`src/sv/arsl_pkg.sv`:
```
`default_nettype none
package arsl_pkg;

   localparam int TABLE_DEPTH = 64;
   localparam int TAG_W       = 16;

   localparam int ADDR_W    = 64;
   localparam int SIZE_W    = 32;
   localparam int IN_TAG_W  = 16;
   localparam int OUT_TAG_W = 16;
   localparam int OUT_CNT_W = 7;
   localparam int CMD_W     = 2;

   localparam int IDX_W = (TABLE_DEPTH > 1) ? $clog2(TABLE_DEPTH) : 1;
   localparam int CNT_W = $clog2(TABLE_DEPTH + 1);

   localparam logic [CMD_W-1:0] CMD_INSERT = 2'd0;
   localparam logic [CMD_W-1:0] CMD_QUERY  = 2'd1;
   localparam logic [CMD_W-1:0] CMD_CLEAR  = 2'd2;

   typedef struct packed {
      logic [ADDR_W-1:0] start;
      logic [SIZE_W-1:0] size;
      logic [TAG_W-1:0]  tag;
   } entry_type;

   localparam int ENTRY_W = $bits(entry_type);

   typedef enum logic [2:0] {
      ST_IDLE,
      ST_SEARCH,
      ST_CMP,
      ST_SHIFT_RD,
      ST_SHIFT_WR,
      ST_WRITE,
      ST_RESULT
   } state_type;

   typedef struct packed {
      logic             req_valid;
      logic [CMD_W-1:0] req_cmd;
      logic [CMD_W-1:0] cmd;
      logic             full;
      logic             bound_done;
      logic             shift_more;
      logic             rsp_ready;
   } ctrl_in_type;

   typedef struct packed {
      logic req_ready;
      logic rsp_valid;
      logic probe_rd;
      logic cmp_en;
      logic shift_rd;
      logic shift_wr;
      logic new_wr;
      logic query_done;
   } ctrl_out_type;

endpackage
`default_nettype wire

```
`src/sv/arsl_ctrl.sv`:
```
`default_nettype none
module arsl_ctrl (
   input  wire logic                  clock,
   input  wire logic                  reset,
   input  wire arsl_pkg::ctrl_in_type ctrl_in,
   output      arsl_pkg::ctrl_out_type ctrl_out
);
   import arsl_pkg::*;

   state_type state_ff;
   state_type state_in;

   always_ff @(posedge clock) begin
      if (reset) begin
         state_ff <= ST_IDLE;
      end else begin
         state_ff <= state_in;
      end
   end

   always_comb begin
      state_in = state_ff;
      unique case (state_ff)
         ST_IDLE: begin
            if (ctrl_in.req_valid) begin
               case (ctrl_in.req_cmd)
                  CMD_INSERT: state_in = ctrl_in.full ? ST_RESULT : ST_SEARCH;
                  CMD_QUERY:  state_in = ST_SEARCH;
                  default:    state_in = ST_RESULT;
               endcase
            end
         end
         ST_SEARCH: begin
            if (!ctrl_in.bound_done) begin
               state_in = ST_CMP;
            end else if (ctrl_in.cmd == CMD_INSERT) begin
               state_in = ST_SHIFT_RD;
            end else begin
               state_in = ST_RESULT;
            end
         end
         ST_CMP:      state_in = ST_SEARCH;
         ST_SHIFT_RD: state_in = ctrl_in.shift_more ? ST_SHIFT_WR : ST_WRITE;
         ST_SHIFT_WR: state_in = ST_SHIFT_RD;
         ST_WRITE:    state_in = ST_RESULT;
         ST_RESULT: begin
            if (ctrl_in.rsp_ready) begin
               state_in = ST_IDLE;
            end
         end
         default:     state_in = ST_IDLE;
      endcase
   end

   always_comb begin
      ctrl_out = '0;
      unique case (state_ff)
         ST_IDLE:     ctrl_out.req_ready = 1'b1;
         ST_SEARCH: begin
            ctrl_out.probe_rd   = !ctrl_in.bound_done;
            ctrl_out.query_done = ctrl_in.bound_done && (ctrl_in.cmd == CMD_QUERY);
         end
         ST_CMP:      ctrl_out.cmp_en = 1'b1;
         ST_SHIFT_RD: ctrl_out.shift_rd = ctrl_in.shift_more;
         ST_SHIFT_WR: ctrl_out.shift_wr = 1'b1;
         ST_WRITE:    ctrl_out.new_wr = 1'b1;
         ST_RESULT:   ctrl_out.rsp_valid = 1'b1;
         default:     ctrl_out = '0;
      endcase
   end

endmodule
`default_nettype wire

```
`config.mk`:
```
export PLATFORM = sky130hd
export DESIGN_NAME = arsl_ctrl
export DESIGN_NICKNAME = d
export VERILOG_FILES = /design/src/sv/arsl_pkg.sv /design/src/sv/arsl_ctrl.sv
export SDC_FILE = /design/constraint.sdc
export NUM_CORES = 1
export LEC_CHECK = 0
export BUFFER_PORTS_ARGS = -buffer_cell sky130_fd_sc_hd__buf_4
export CAP_MARGIN = 20
export CORE_AREA = 2 2 39 41
export CTS_CLUSTER_SIZE = 12
export DETAILED_ROUTE_END_ITERATION = 6
export DIE_AREA = 0 0 41 43
export PLACE_DENSITY_LB_ADDON = 0.1
export RECOVER_POWER = 25
export SYNTH_ARGS = -nofsm -noshare
export SYNTH_HDL_FRONTEND = slang
export SYNTH_SLANG_ARGS = --single-unit
```
`constraint.sdc`:
```
create_clock -name clock -period 1.5 [get_ports clock]
set_input_delay 0.075 -clock clock [delete_from_list [all_inputs] [get_ports clock]]
set_output_delay 0.075 -clock clock [all_outputs]
set_load 0.02 [all_outputs]
```
==> run_summary.xml <==
<?xml version="1.0" encoding="UTF-8"?>
<metrics>
  <group name="die">
    <metric name="design.core.area" unit="sq um">1384</metric>
    <metric name="die_h" unit="um">43</metric>
    <metric name="ios" unit="">19</metric>
    <metric name="die-width" unit="um">41</metric>
    <metric name="effective_utilization_at_floorplan" unit="%">22.15</metric>
    <metric name="num_rows" unit="">14</metric>
    <metric name="die-area" unit="sq um">1763</metric>
  </group>
  <group name="layout">
    <metric name="reg.largest.list" unit="">state_ff: 3 flops</metric>
    <metric name="antenna_cells" unit="">0</metric>
    <metric name="largest_reg_flops" unit="">3</metric>
    <metric name="register_bank_with_the_most_flops" unit="">state_ff</metric>
    <metric name="fillerInstances" unit="">158</metric>
    <metric name="multi_input_comb_area" unit="sq um">209.0</metric>
    <metric name="fin_nets" unit="">69</metric>
    <metric name="post_route_cells_drive_above_1_share" unit="%">52.63</metric>
    <metric name="register_area" unit="sq um">61.31</metric>
    <metric name="area.growth.synth_to_final" unit="%">49.80</metric>
  </group>
  <group name="synth">
    <metric name="yosysTopAreaCellShare" unit="%">19.59</metric>
    <metric name="synth_seq_cells" unit="">3</metric>
    <metric name="synth_area_leader_cell" unit="">sky130_fd_sc_hd__dfxtp_1</metric>
    <metric name="synth_enable_flop_cells" unit="">0</metric>
    <metric name="synth.cell_area" unit="sq um">306.5</metric>
    <metric name="synth_nets" unit="">48</metric>
    <metric name="synth_top_cells_by_count" unit="">5 x sky130_fd_sc_hd__nor2_1, 3 x sky130_fd_sc_hd__dfxtp_1, 3 x sky130_fd_sc_hd__nand3b_1, 3 x sky130_fd_sc_hd__o21ai_0</metric>
    <metric name="asyncSetResetFlopFracSynth" unit="%">0</metric>
    <metric name="synth.most_common_cell" unit="">sky130_fd_sc_hd__nor2_1</metric>
    <metric name="synthTopCellsByArea" unit="">sky130_fd_sc_hd__dfxtp_1 20%, sky130_fd_sc_hd__buf_6 7.3%, sky130_fd_sc_hd__nand3b_1 7.3%, sky130_fd_sc_hd__nor2_1 6.1%, sky130_fd_sc_hd__o21ai_0 4.9%</metric>
    <metric name="yosysWarningCount" unit="">0</metric>
    <metric name="synth-seq-area-share" unit="%">19.59</metric>
    <metric name="post_synth_num_cell_types" unit="">24</metric>
    <metric name="postSynthAreaPerCell" unit="sq um">8.285</metric>
    <metric name="yosys_most_used_dff" unit="">sky130_fd_sc_hd__dfxtp_1</metric>
    <metric name="synthCells" unit="">37</metric>
  </group>
  <group name="cts">
    <metric name="cts-resized-gates" unit="">0</metric>
    <metric name="cts_root_buffer" unit="">sky130_fd_sc_hd__clkbuf_4</metric>
    <metric name="cts_tree" unit="">yes</metric>
    <metric name="postCtsSetupRepairBufs" unit="">0</metric>
    <metric name="clock_edge_transition_at_the_registers_on_the_reported_setup_and_hold_paths" unit="ps">40</metric>
    <metric name="count_of_hold_fix_buffers_inserted_at_cts" unit="">0</metric>
    <metric name="tritoncts.num_buffers" unit="">3</metric>
    <metric name="clock_latency" unit="ps">240</metric>
    <metric name="htree_num_levels" unit="">1</metric>
    <metric name="cts.path.max_buffers" unit="">2</metric>
    <metric name="numClockSinks" unit="">3</metric>
  </group>
  <group name="global_routing">
    <metric name="groute.layer.met2.usage" unit="%">15.00</metric>
    <metric name="track_usage" unit="%">11.03</metric>
    <metric name="grt_first_pass_wirelength" unit="um">1262</metric>
    <metric name="highest_utilization_routing_layer_at_the_global_route_stage" unit="">met2</metric>
    <metric name="global_route.usage.met1" unit="%">13.14</metric>
    <metric name="grt_antenna_before_repair" unit="">0</metric>
    <metric name="grt_util_met3" unit="%">3.141</metric>
    <metric name="overflow" unit="">0</metric>
    <metric name="largest_net_degree_at_the_start_of_global_routing" unit="">10</metric>
    <metric name="first_global_vias" unit="">306</metric>
  </group>
  <group name="detailed_routing">
    <metric name="total_vias_in_the_final_route" unit="">345</metric>
    <metric name="wl_per_cell" unit="um">10.90</metric>
    <metric name="first_iter_violations" unit="">2</metric>
    <metric name="detail_route.wirelength" unit="um">796</metric>
    <metric name="route.detailed.vias_per_inst" unit="">4.726</metric>
    <metric name="route.detailed.drc" unit="">0</metric>
    <metric name="ant_nets" unit="">0</metric>
    <metric name="drtPass1Iterations" unit="">2</metric>
  </group>
  <group name="setup_path">
    <metric name="crit-reg2reg-launch" unit="">state_ff[1]$_SDFFE_PP0P_</metric>
    <metric name="critical-path-max-stage-delay" unit="ps">470</metric>
    <metric name="critical_path.slowest_cell" unit="">sky130_fd_sc_hd__dfxtp_1</metric>
    <metric name="critPathLaunchType" unit="">register</metric>
    <metric name="worst_ep_arrival_time" unit="ps">1230</metric>
    <metric name="critPathCaptureType" unit="">output port</metric>
    <metric name="critical_path_required" unit="ps">1420</metric>
    <metric name="most_frequent_cell_on_critical_path" unit="">sky130_fd_sc_hd__buf_4</metric>
    <metric name="cells_along_the_critical_path" unit="">buf_4, nand2_1, nor2_1, buf_4</metric>
    <metric name="crit_fanout" unit="">8</metric>
    <metric name="setup.worst_path.start" unit="">state_ff[0]$_SDFFE_PP0P_</metric>
    <metric name="path_class" unit="">register to output port</metric>
  </group>
  <group name="pwr">
    <metric name="powerDensity" unit="nW/um^2">1432</metric>
    <metric name="worst_ir_drop_vdd" unit="mV">0.4792</metric>
    <metric name="total_leakage_power" unit="nW">0.2089</metric>
  </group>
  <group name="sta">
    <metric name="hold_fails_final_rpt" unit="">0</metric>
    <metric name="setup-tns-final" unit="ps">0</metric>
    <metric name="setup_skew_after_layout" unit="ps">6.614</metric>
    <metric name="finalCritPeriodShare" unit="%">86.82</metric>
    <metric name="finalWorstPathRequiredPeriod" unit="ps">1302</metric>
    <metric name="unrepaired_setup_endpoints_after_global_routing" unit="">no</metric>
    <metric name="worstMarginPinSlew" unit="ps">292.0</metric>
    <metric name="setup-violations-final" unit="">0</metric>
    <metric name="whs" unit="ps">25.36</metric>
    <metric name="final_max_slew_viol_count" unit="">0</metric>
    <metric name="fmaxAchievable" unit="GHz">0.7679</metric>
    <metric name="timing.max_slew.rel_slack" unit="%">80.50</metric>
  </group>
  <group name="placed_design">
    <metric name="gp_congestion" unit="">0.7017</metric>
    <metric name="port-buffer-count" unit="">18</metric>
    <metric name="hpwlAfterDp" unit="um">647.7</metric>
  </group>
  <group name="job">
    <metric name="max_cap_viol_count" unit="">0</metric>
  </group>
  <group name="hold_path">
    <metric name="worst_hold_startpoint" unit="">reset</metric>
    <metric name="min_path_type" unit="">primary input to register</metric>
  </group>
  <group name="outcome">
    <metric name="status" unit="">finished, final reports clean</metric>
  </group>
</metrics>
==> layout make-up <==
type                       instances  share of cell area [%]
multi-input combinational         31                   45.50
sequential                         3                   13.35
tap                               16                   4.360
clock buffer                       4                   5.722
timing repair buffer              19                   31.06
==> worst max-delay path, delay by kind of cell, from the launching register on <==
kind | cells | cell delay, ps
flops | 1 | 470
simple gates | 2 | 180
buf+inv | 2 | 340
==> power breakdown <==
group          switching [mW]  internal, mW
clock network          0.0464         0.100
logic                   0.174         0.169
registers              0.0594         0.109
==> cells in the final DEF (no fill, tap or decap), drive strengths merged, types with 2 or more instances in the layout <==
cell type   n
nand2       3
nor3        2
o21ai       3
buf        19
nor2b       2
nand3b      3
dfxtp       3
nor4        2
clkbuf      4
nor2        5
==> final timing paths <==
kind                                    to  slack, ps  depth (start not counted)
hold reg to reg   state_ff[2]$_SDFFE_PP0P_        640                          2
setup / recovery               ctrl_out[0]        200                          4
setup reg to reg  state_ff[2]$_SDFFE_PP0P_        260                          3
hold / removal    state_ff[1]$_SDFFE_PP0P_         30                          2
==> per-layer routing <==
metal  vias to the layer above  wire length, um
met1                       148              332
met5                         -                0
met4                         0               15
met2                        15              393
met3                         2               53
li1                        180                -
==> logic make-up after synthesis <==
group / after synthesis / share of synthesized area [%]
compound gates: 7 / 17.55
buf+inv: 3 / 8.978
flops: 3 / 19.59
simple gates: 24 / 53.88
==> metrics by stage <==
step | total power [mW] | util, % | cells | area, sq um | worst slack, ps
floorplan | 0.4276 | - | 37 | 306.5 | 326.1
global placement | 0.5374 | 31.92 | 69 | 441.7 | 301.1
detailed placement | 0.5257 | 31.92 | 69 | 441.7 | 307.1
CTS | 0.6790 | 33.82 | 73 | 467.9 | 38.75
global route | 0.7152 | 33.18 | 73 | 459.2 | 57.11
finish | 0.6576 | 33.18 | 73 | 459.2 | 197.7
Power figures use the tool's default switching activity.
