`src/sv/arsl_ram.sv`:
```
`default_nettype none
module arsl_ram #(
   parameter int WIDTH = 8,
   parameter int DEPTH = 16
) (
   input  wire logic                                     clock,
   input  wire logic                                     wr_en,
   input  wire logic [((DEPTH > 1) ? $clog2(DEPTH) : 1)-1:0] wr_addr,
   input  wire logic [WIDTH-1:0]                         wr_data,
   input  wire logic                                     rd_en,
   input  wire logic [((DEPTH > 1) ? $clog2(DEPTH) : 1)-1:0] rd_addr,
   output      logic [WIDTH-1:0]                         rd_data
);

   logic [WIDTH-1:0] mem_ff [DEPTH];
   logic [WIDTH-1:0] rd_data_ff;

   always_ff @(posedge clock) begin
      if (wr_en) begin
         mem_ff[wr_addr] <= wr_data;
      end
      if (rd_en) begin
         rd_data_ff <= mem_ff[rd_addr];
      end
   end

   assign rd_data = rd_data_ff;

endmodule
`default_nettype wire

```
`config.mk`:
```
export PLATFORM = sky130hd
export DESIGN_NAME = arsl_ram
export DESIGN_NICKNAME = d
export VERILOG_FILES = /design/src/sv/arsl_ram.sv
export SDC_FILE = /design/constraint.sdc
export NUM_CORES = 1
export LEC_CHECK = 0
export BUFFER_PORTS_ARGS = -buffer_cell sky130_fd_sc_hd__buf_4
export CAP_MARGIN = 20
export CORE_MARGIN = 2
export CORE_UTILIZATION = 60
export DETAILED_ROUTE_END_ITERATION = 6
export GPL_TIMING_DRIVEN = 0
export PLACE_DENSITY = 0.83
export SETUP_SLACK_MARGIN = 0.2
export SYNTH_ARGS = -nofsm -noshare
export SYNTH_HDL_FRONTEND = slang
export SYNTH_SLANG_ARGS = --single-unit
export TNS_END_PERCENT = 30
```
`constraint.sdc`:
```
create_clock -name clock -period 2.6 [get_ports clock]
set_input_delay 0.52 -clock clock [delete_from_list [all_inputs] [get_ports clock]]
set_output_delay 0.52 -clock clock [all_outputs]
set_load 0.01 [all_outputs]
```
==> metrics.yaml, run 1 <==
run_status:
  outcome: "finished clean"
logic_synthesis:
  syn_avg_cell_area_um2: 22.83
  netlist_instances: 229
  ys_ff_latch: 136
  ys_seq_area_share_pct: 78.12
  ys_warn_count: 0
  postSynthNetCount: 248
  netlist_area_um2: 5228
  yosysUniqueCellTypes: 18
sta:
  post-route-min-period_ps: 1698
  hold_viol: 0
  worst_slew_pin_slew_ps: 824.8
  slew_headroom_pct: 44.81
  fin_crit_sh_pct: 65.32
  worst_clock_skew_ps: 5.337
  finalSetupTns_ps: 0
  whs_ps: 292.5
  clock.fmax_mhz: 588.8
  report.final.slew_viol_count: 0
  finalSetupViolCount: 0
  rsz0062_at_grt: "false"
floorplanning:
  fp.dieW_um: 97.34
  num_io_pins: 27
  core_um2: 8593
  die_area_um2: 9475
  start_util_pct: 60.83
  rows: 34
  die_height_um: 97.34
clock_tree:
  insertion_delay_ps: 500
  clock-sinks: 136
  cts-resized-gates: 0
  cts.htree.levels: 4
  path_clk_slew_ps: 60
  cts-buffers-inserted: 17
  cts_tree: "yes"
  hold_buffers: 0
  root_buffer: "clkbuf_8"
  clock_path_buffers: 2
  post_cts_buffers: 0
global_routing:
  grt_overflow: 0
  grt_pass1_vias: 2672
  grt_max_degree: 17
  antenna_found_initial: 0
  track_usage_pct: 23.97
  grt_pass1_wl_um: 16040
place:
  dp_hpwl_um: 6382
  place_congestion: 0.7124
  portBuffers: 25
worst_setup_path:
  path_class: "input port to register"
  critPathLaunch: "wr_addr[2]"
  reg2reg_to: "rd_data[7]$_DFFE_PP_"
  crit_fanout: 8
  critPathCapture: "mem_ff[2][5]$_DFFE_PP_"
  worstReg2RegStart: "mem_ff[7][7]$_DFFE_PP_"
  required_ps: 2730
  cp-start-kind: "input port"
  endpoint_kind: "register"
  cp.arrival_ps: 1830
  r2r_slack_ps: 1010
  rr_worst_depth: 3
final_layout:
  final_common_cell: "edfxtp_1"
  fin_nets: 296
  fillers: 473
  final_cell_mix: "136 x edfxtp_1, 29 x buf_4, 18 x mux4_2"
  drive_gt1_share_pct: 30.00
  synthToLayoutAreaGrowth_pct: 19.05
  num_antenna_cells: 0
routing:
  vias_per_cell: 6.497
  drc: 0
  routed_wl_um: 10400
  drtIter0Drc: 334
  vias: 2586
  ant_nets: 0
  post_drt_wl_per_cell_um: 26.12
  drtPass1Iterations: 5
job:
  maxCapViolCount: 0
power:
  peakVddDrop_mv: 0.6987
  p_leak_nw: 2.111
  power_density_nw_per_um2: 856.6
hold_path:
  worstHoldPathCells: 1
  hold_class: "input port to register"
layout make-up:
type	instances	area [um2]	area share (%)
flip-flops and latches	136	4084	65.62
multi-input cells	83	1057	16.99
clock buffers	18	417.9	6.715
clock inverters	14	227.7	3.659
repair buffers	29	215.2	3.458
well taps	108	135.1	2.171
plain buffers	10	86.33	1.387
worst min-delay path by stage:
stage / from / endpoint / slack [ps]
finish: rd_en / rd_data[2]$_DFFE_PP_ / 290
CTS: rd_en / rd_data[2]$_DFFE_PP_ / 290
floorplan: wr_data[0] / mem_ff[0][0]$_DFFE_PP_ / 620
detailed placement: mem_ff[11][2]$_DFFE_PP_ / rd_data[2]$_DFFE_PP_ / 750
global route: rd_en / rd_data[3]$_DFFE_PP_ / 280
global placement: mem_ff[8][2]$_DFFE_PP_ / rd_data[2]$_DFFE_PP_ / 730
stage by stage:
| step | util [%] | worst slack, ps | total power, mW | std cells | area, um2 |
|---|---|---|---|---|---|
| 2_1_floorplan | - | 587.1 | 2.655 | 229 | 5228 |
| 3_3_place_gp | 64.59 | 45.22 | 2.760 | 362 | 5550 |
| 3_5_place_dp | 64.91 | 406.3 | 2.778 | 366 | 5578 |
| 4_1_cts | 72.42 | 929.5 | 5.347 | 398 | 6223 |
| 5_1_grt | 72.42 | 871.3 | 5.466 | 398 | 6223 |
| 6_report | 72.42 | 901.6 | 5.331 | 398 | 6223 |
cells by family (layout without fill, tap and decap cells):
group	after synthesis	after routing	synth area share, %
compound gates	16	16	2.298
buf+inv	10	71	1.651
simple gates	35	35	3.136
flops	136	136	78.12
mux	32	32	14.79
synthesized netlist by cell type:
cell type,count,share of area [%]
buf_2,3,0.29
edfxtp_1,136,78
nor3_1,4,0.38
and2b_1,1,0.14
nor2b_1,1,0.12
nand2_1,9,0.65
clkdlybuf4s25_2,3,0.57
mux4_1,14,7.0
buf_6,3,0.65
a22oi_1,16,2.3
buf_4,1,0.14
and2_1,1,0.12
mux4_2,18,7.8
nor2_1,13,0.93
nand2b_1,2,0.24
nand3_1,1,0.096
nand3b_1,2,0.29
or3b_2,1,0.17
power breakdown:
group	switching [mW]	total (mW)	internal (mW)
combinational	0.141	0.250	0.109
clock	0.853	2.60	1.74
sequential	0.0139	2.49	2.47
total	1.01	5.33	4.32
per-layer routing:
layer | global-route usage, % | vias up | part of all wire, %
met2 | 39.32 | 149 | 52
met5 | 0 | - | 0
met3 | 4.892 | 12 | 7.2
met4 | 8.654 | 0 | 1.8
met1 | 32.75 | 1344 | 39
li1 | - | 1081 | -
sequential cells by signal, summed over array words and instances, names as in the netlist:
signal,cells
rd_data,8
mem_ff,128
critical path, stage by stage:
cell,delay [ps]
buf_4,120
or3b_2,530
nor2_1,660
Note: power is estimated with default switching activity, not from simulation.
==> run 2, diff against run 1 <==
--- a/config.mk
+++ b/config.mk
@@ -5,13 +5,14 @@
 export SDC_FILE = /design/constraint.sdc
 export NUM_CORES = 1
 export LEC_CHECK = 0
+export ABC_AREA = 1
 export BUFFER_PORTS_ARGS = -buffer_cell sky130_fd_sc_hd__buf_4
 export CAP_MARGIN = 20
 export CORE_MARGIN = 2
-export CORE_UTILIZATION = 60
+export CORE_UTILIZATION = 61
 export DETAILED_ROUTE_END_ITERATION = 6
 export GPL_TIMING_DRIVEN = 0
-export PLACE_DENSITY = 0.83
+export PLACE_DENSITY = 0.84
 export SETUP_SLACK_MARGIN = 0.2
 export SYNTH_ARGS = -nofsm -noshare
 export SYNTH_HDL_FRONTEND = slang
==> constraint.sdc (replaced) <==
create_clock -name clock -period 1.69 [get_ports clock]
set_input_delay 0.338 -clock clock [delete_from_list [all_inputs] [get_ports clock]]
set_output_delay 0.338 -clock clock [all_outputs]
set_load 0.01 [all_outputs]
==> run 2 against run 1 <==
Final area up 7.9%. Worst setup slack lost 580 ps. Cell count up 84%. Synthesized cell count increased by 140%. Combinational power up 110%. Clock-buffer cell count rose by 2. Critical path type is now register to output pin. Critical endpoint is now rd_data[5].
==> metrics.yaml, run 2 <==
worst_setup_path:
  path_cells: "buf_4"
  path_class: "register to output pin"
  slowest_delay_ps: 360  # -300 ps
  required_ps: 1350  # -1380 ps
  cp.arrival_ps: 1030  # -800 ps
  critPathBufInv: 1  # unchanged
  crit_fanout: 1  # -7
  path_depth: 1  # -2
  critPathTopFamily: "flip-flops"
  crit_slowest_cell: "edfxtp_1"
  cp-start-kind: "register"
  rr_worst_depth: 6  # +3
  endpoint_kind: "output pin"
clock_tree:
  insertion_delay_ps: 520  # +20 ps
  cts-resized-gates: 0  # unchanged
  clock_path_buffers: 2  # unchanged
  cts.htree.levels: 4  # unchanged
  hold_buffers: 0  # unchanged
  clock-sinks: 136  # unchanged
  root_buffer: "clkbuf_8"
  cts-buffers-inserted: 17  # unchanged
  path_clk_slew_ps: 60  # about the same
  cts_tree: "yes"
  post_cts_buffers: 0  # unchanged
global_routing:
  antenna_found_initial: 0  # unchanged
  grt_pass1_wl_um: 21400  # +33%
  grt_overflow: 0  # unchanged
  track_usage_pct: 29.25  # +5.3 points
  grt_max_degree: 17  # unchanged
  grt_pass1_vias: 3966  # +48%
final_layout:
  final_util_pct: 72.30  # -0.12 points
  drive_gt1_share_pct: 12.25  # -18 points
  synthToLayoutAreaGrowth_pct: 14.81
  final_cell_mix: "173 x nand2_1, 136 x edfxtp_1, 100 x inv_1"
  num_antenna_cells: 0  # unchanged
  largest_reg_flops: 128  # unchanged
  largest-register: "mem_ff"
  final_common_cell: "nand2_1"
  fin_nets: 612  # +110%
logic_synthesis:
  ys_ff_latch: 136  # unchanged
  ys_warn_count: 0  # unchanged
  yosysUniqueCellTypes: 11  # -7
  synth_edf_count: 136  # unchanged
  netlist_area_um2: 5847  # +12%
  synth_flop_cell: "edfxtp_1"
  ys_seq_area_share_pct: 69.85  # -8.3 points
  yosysTopAreaCellShare_pct: 69.85  # -8.3 points
  synth_area_leader_cell: "edfxtp_1"
  postSynthNetCount: 570  # +130%
  syn_avg_cell_area_um2: 10.61  # -54%
  netlist_instances: 551  # +140%
  synthArstFlopShare_pct: 0  # unchanged
  synth_area_leaders: "edfxtp_1 70%, nand2_1 11%, nand3_1 8.3%"
  synth_common_cells: "173 x nand2_1, 136 x edfxtp_1, 100 x inv_1"
  yosysMostFrequentCell: "nand2_1"
floorplanning:
  die_height_um: 101.9  # +4.7%
  rows: 35  # +2.9%
  fp.dieW_um: 101.9  # +4.7%
  core_um2: 9284  # +8.0%
  num_io_pins: 27  # unchanged
  die_area_um2: 10380  # +9.6%
  start_util_pct: 62.98  # +2.1 points
power:
  peakVddDrop_mv: 0.8454  # +21%
  total_power_mw: 7.701  # +44%
  p_leak_nw: 2.899  # +37%
  power_density_nw_per_um2: 1147  # +34%
routing:
  vias_per_cell: 5.580  # -14%
  drtPass1Iterations: 5  # unchanged
  routed_wl_um: 14030  # +35%
  drc: 0  # unchanged
  vias: 4090  # +58%
  ant_nets: 0  # unchanged
  drtIter0Drc: 564  # +69%
  post_drt_wl_per_cell_um: 19.14  # -27%
sta:
  worst_clock_skew_ps: 5.816  # +0.4792 ps
  rsz0062_at_grt: "false"
  post-route-min-period_ps: 1366
  hold_viol: 0  # unchanged
  worst_slew_pin_slew_ps: 976.6  # +151.9 ps
  finalSetupViolCount: 0  # unchanged
  setup_ws_ps: 324.4  # -577.2 ps
  slew_headroom_pct: 34.65  # -10 points
  fin_crit_sh_pct: 80.80
  clock.fmax_mhz: 732.3
  report.final.slew_viol_count: 0  # unchanged
place:
  place_congestion: 0.8500  # +19%
  dp_hpwl_um: 8875  # +39%
  portBuffers: 23  # -8.0%
  dp_slack_ps: -105.9  # -512.2 ps
hold_path:
  hold_class: "input port to register"
  worstHoldPathCells: 1  # unchanged
run_status:
  outcome: "finished clean"
job:
  maxCapViolCount: 0  # unchanged
==> run 2: cell types whose count changed in the layout (fill, tap and decap cells not counted), moves of 9 or more <==
cell     before  now
buf_2         4   13
nand3_1       1   97
mux4_1       14    0
mux4_2       18    0
inv_1         0  100
nand2_1       9  173
a22oi_1      16    0
==> run 2: cells by family after synthesis <==
family	share of synthesized area, %
buffers and inverters	9.394
DFF	69.85
and+or+nand+nor	20.76
==> run 2: power by group <==
part           switching, mW  internal, mW
Combinational          0.358         0.161
Clock                   1.30          2.06
Sequential            0.0193          3.80
Total                   1.68          6.02
==> run 2: cell type report <==
cell class	instances	area, um2
plain buffers	24	166.4
clock buffers	20	425.4
clock inverters	10	106.4
fillers	631	2571
inverters	102	382.9
multi-input cells	289	1214
flip-flops and latches	136	4084
well taps	129	161.4
repair buffers	23	172.7
==> run 2: path summary, 6_finish.rpt <==
path	start	endpoint	slack, ps
setup / recovery	rd_data[5]$_DFFE_PP_	rd_data[5]	320
hold / removal	rd_en	rd_data[5]$_DFFE_PP_	100
setup reg to reg	mem_ff[15][3]$_DFFE_PP_	rd_data[3]$_DFFE_PP_	480
hold reg to reg	mem_ff[1][3]$_DFFE_PP_	rd_data[3]$_DFFE_PP_	770
==> run 2: metrics by stage <==
stage | instances | cell area [um2] | TNS, ps | hold slack (ps)
final | 733 | 6713 | 0 | 97.43
after CTS | 733 | 6713 | 0 | 94.57
after global placement | 703 | 6181 | -1400 | 613.1
after global routing | 733 | 6713 | 0 | 89.66
after detailed placement | 703 | 6181 | -2973 | 622.8
after floorplan | 551 | 5847 | 0 | 436.9
==> run 2: per-layer routing <==
layer | vias up | part of all wire [%] | wire length (um) | GRT usage (%)
li1 | 1859 | - | - | -
met1 | 1885 | 39 | 5454 | 40.95
met2 | 306 | 46 | 6504 | 45.04
met3 | 40 | 12 | 1699 | 6.908
met4 | 0 | 2.6 | 368 | 11.79
met5 | - | 0 | 0 | 0
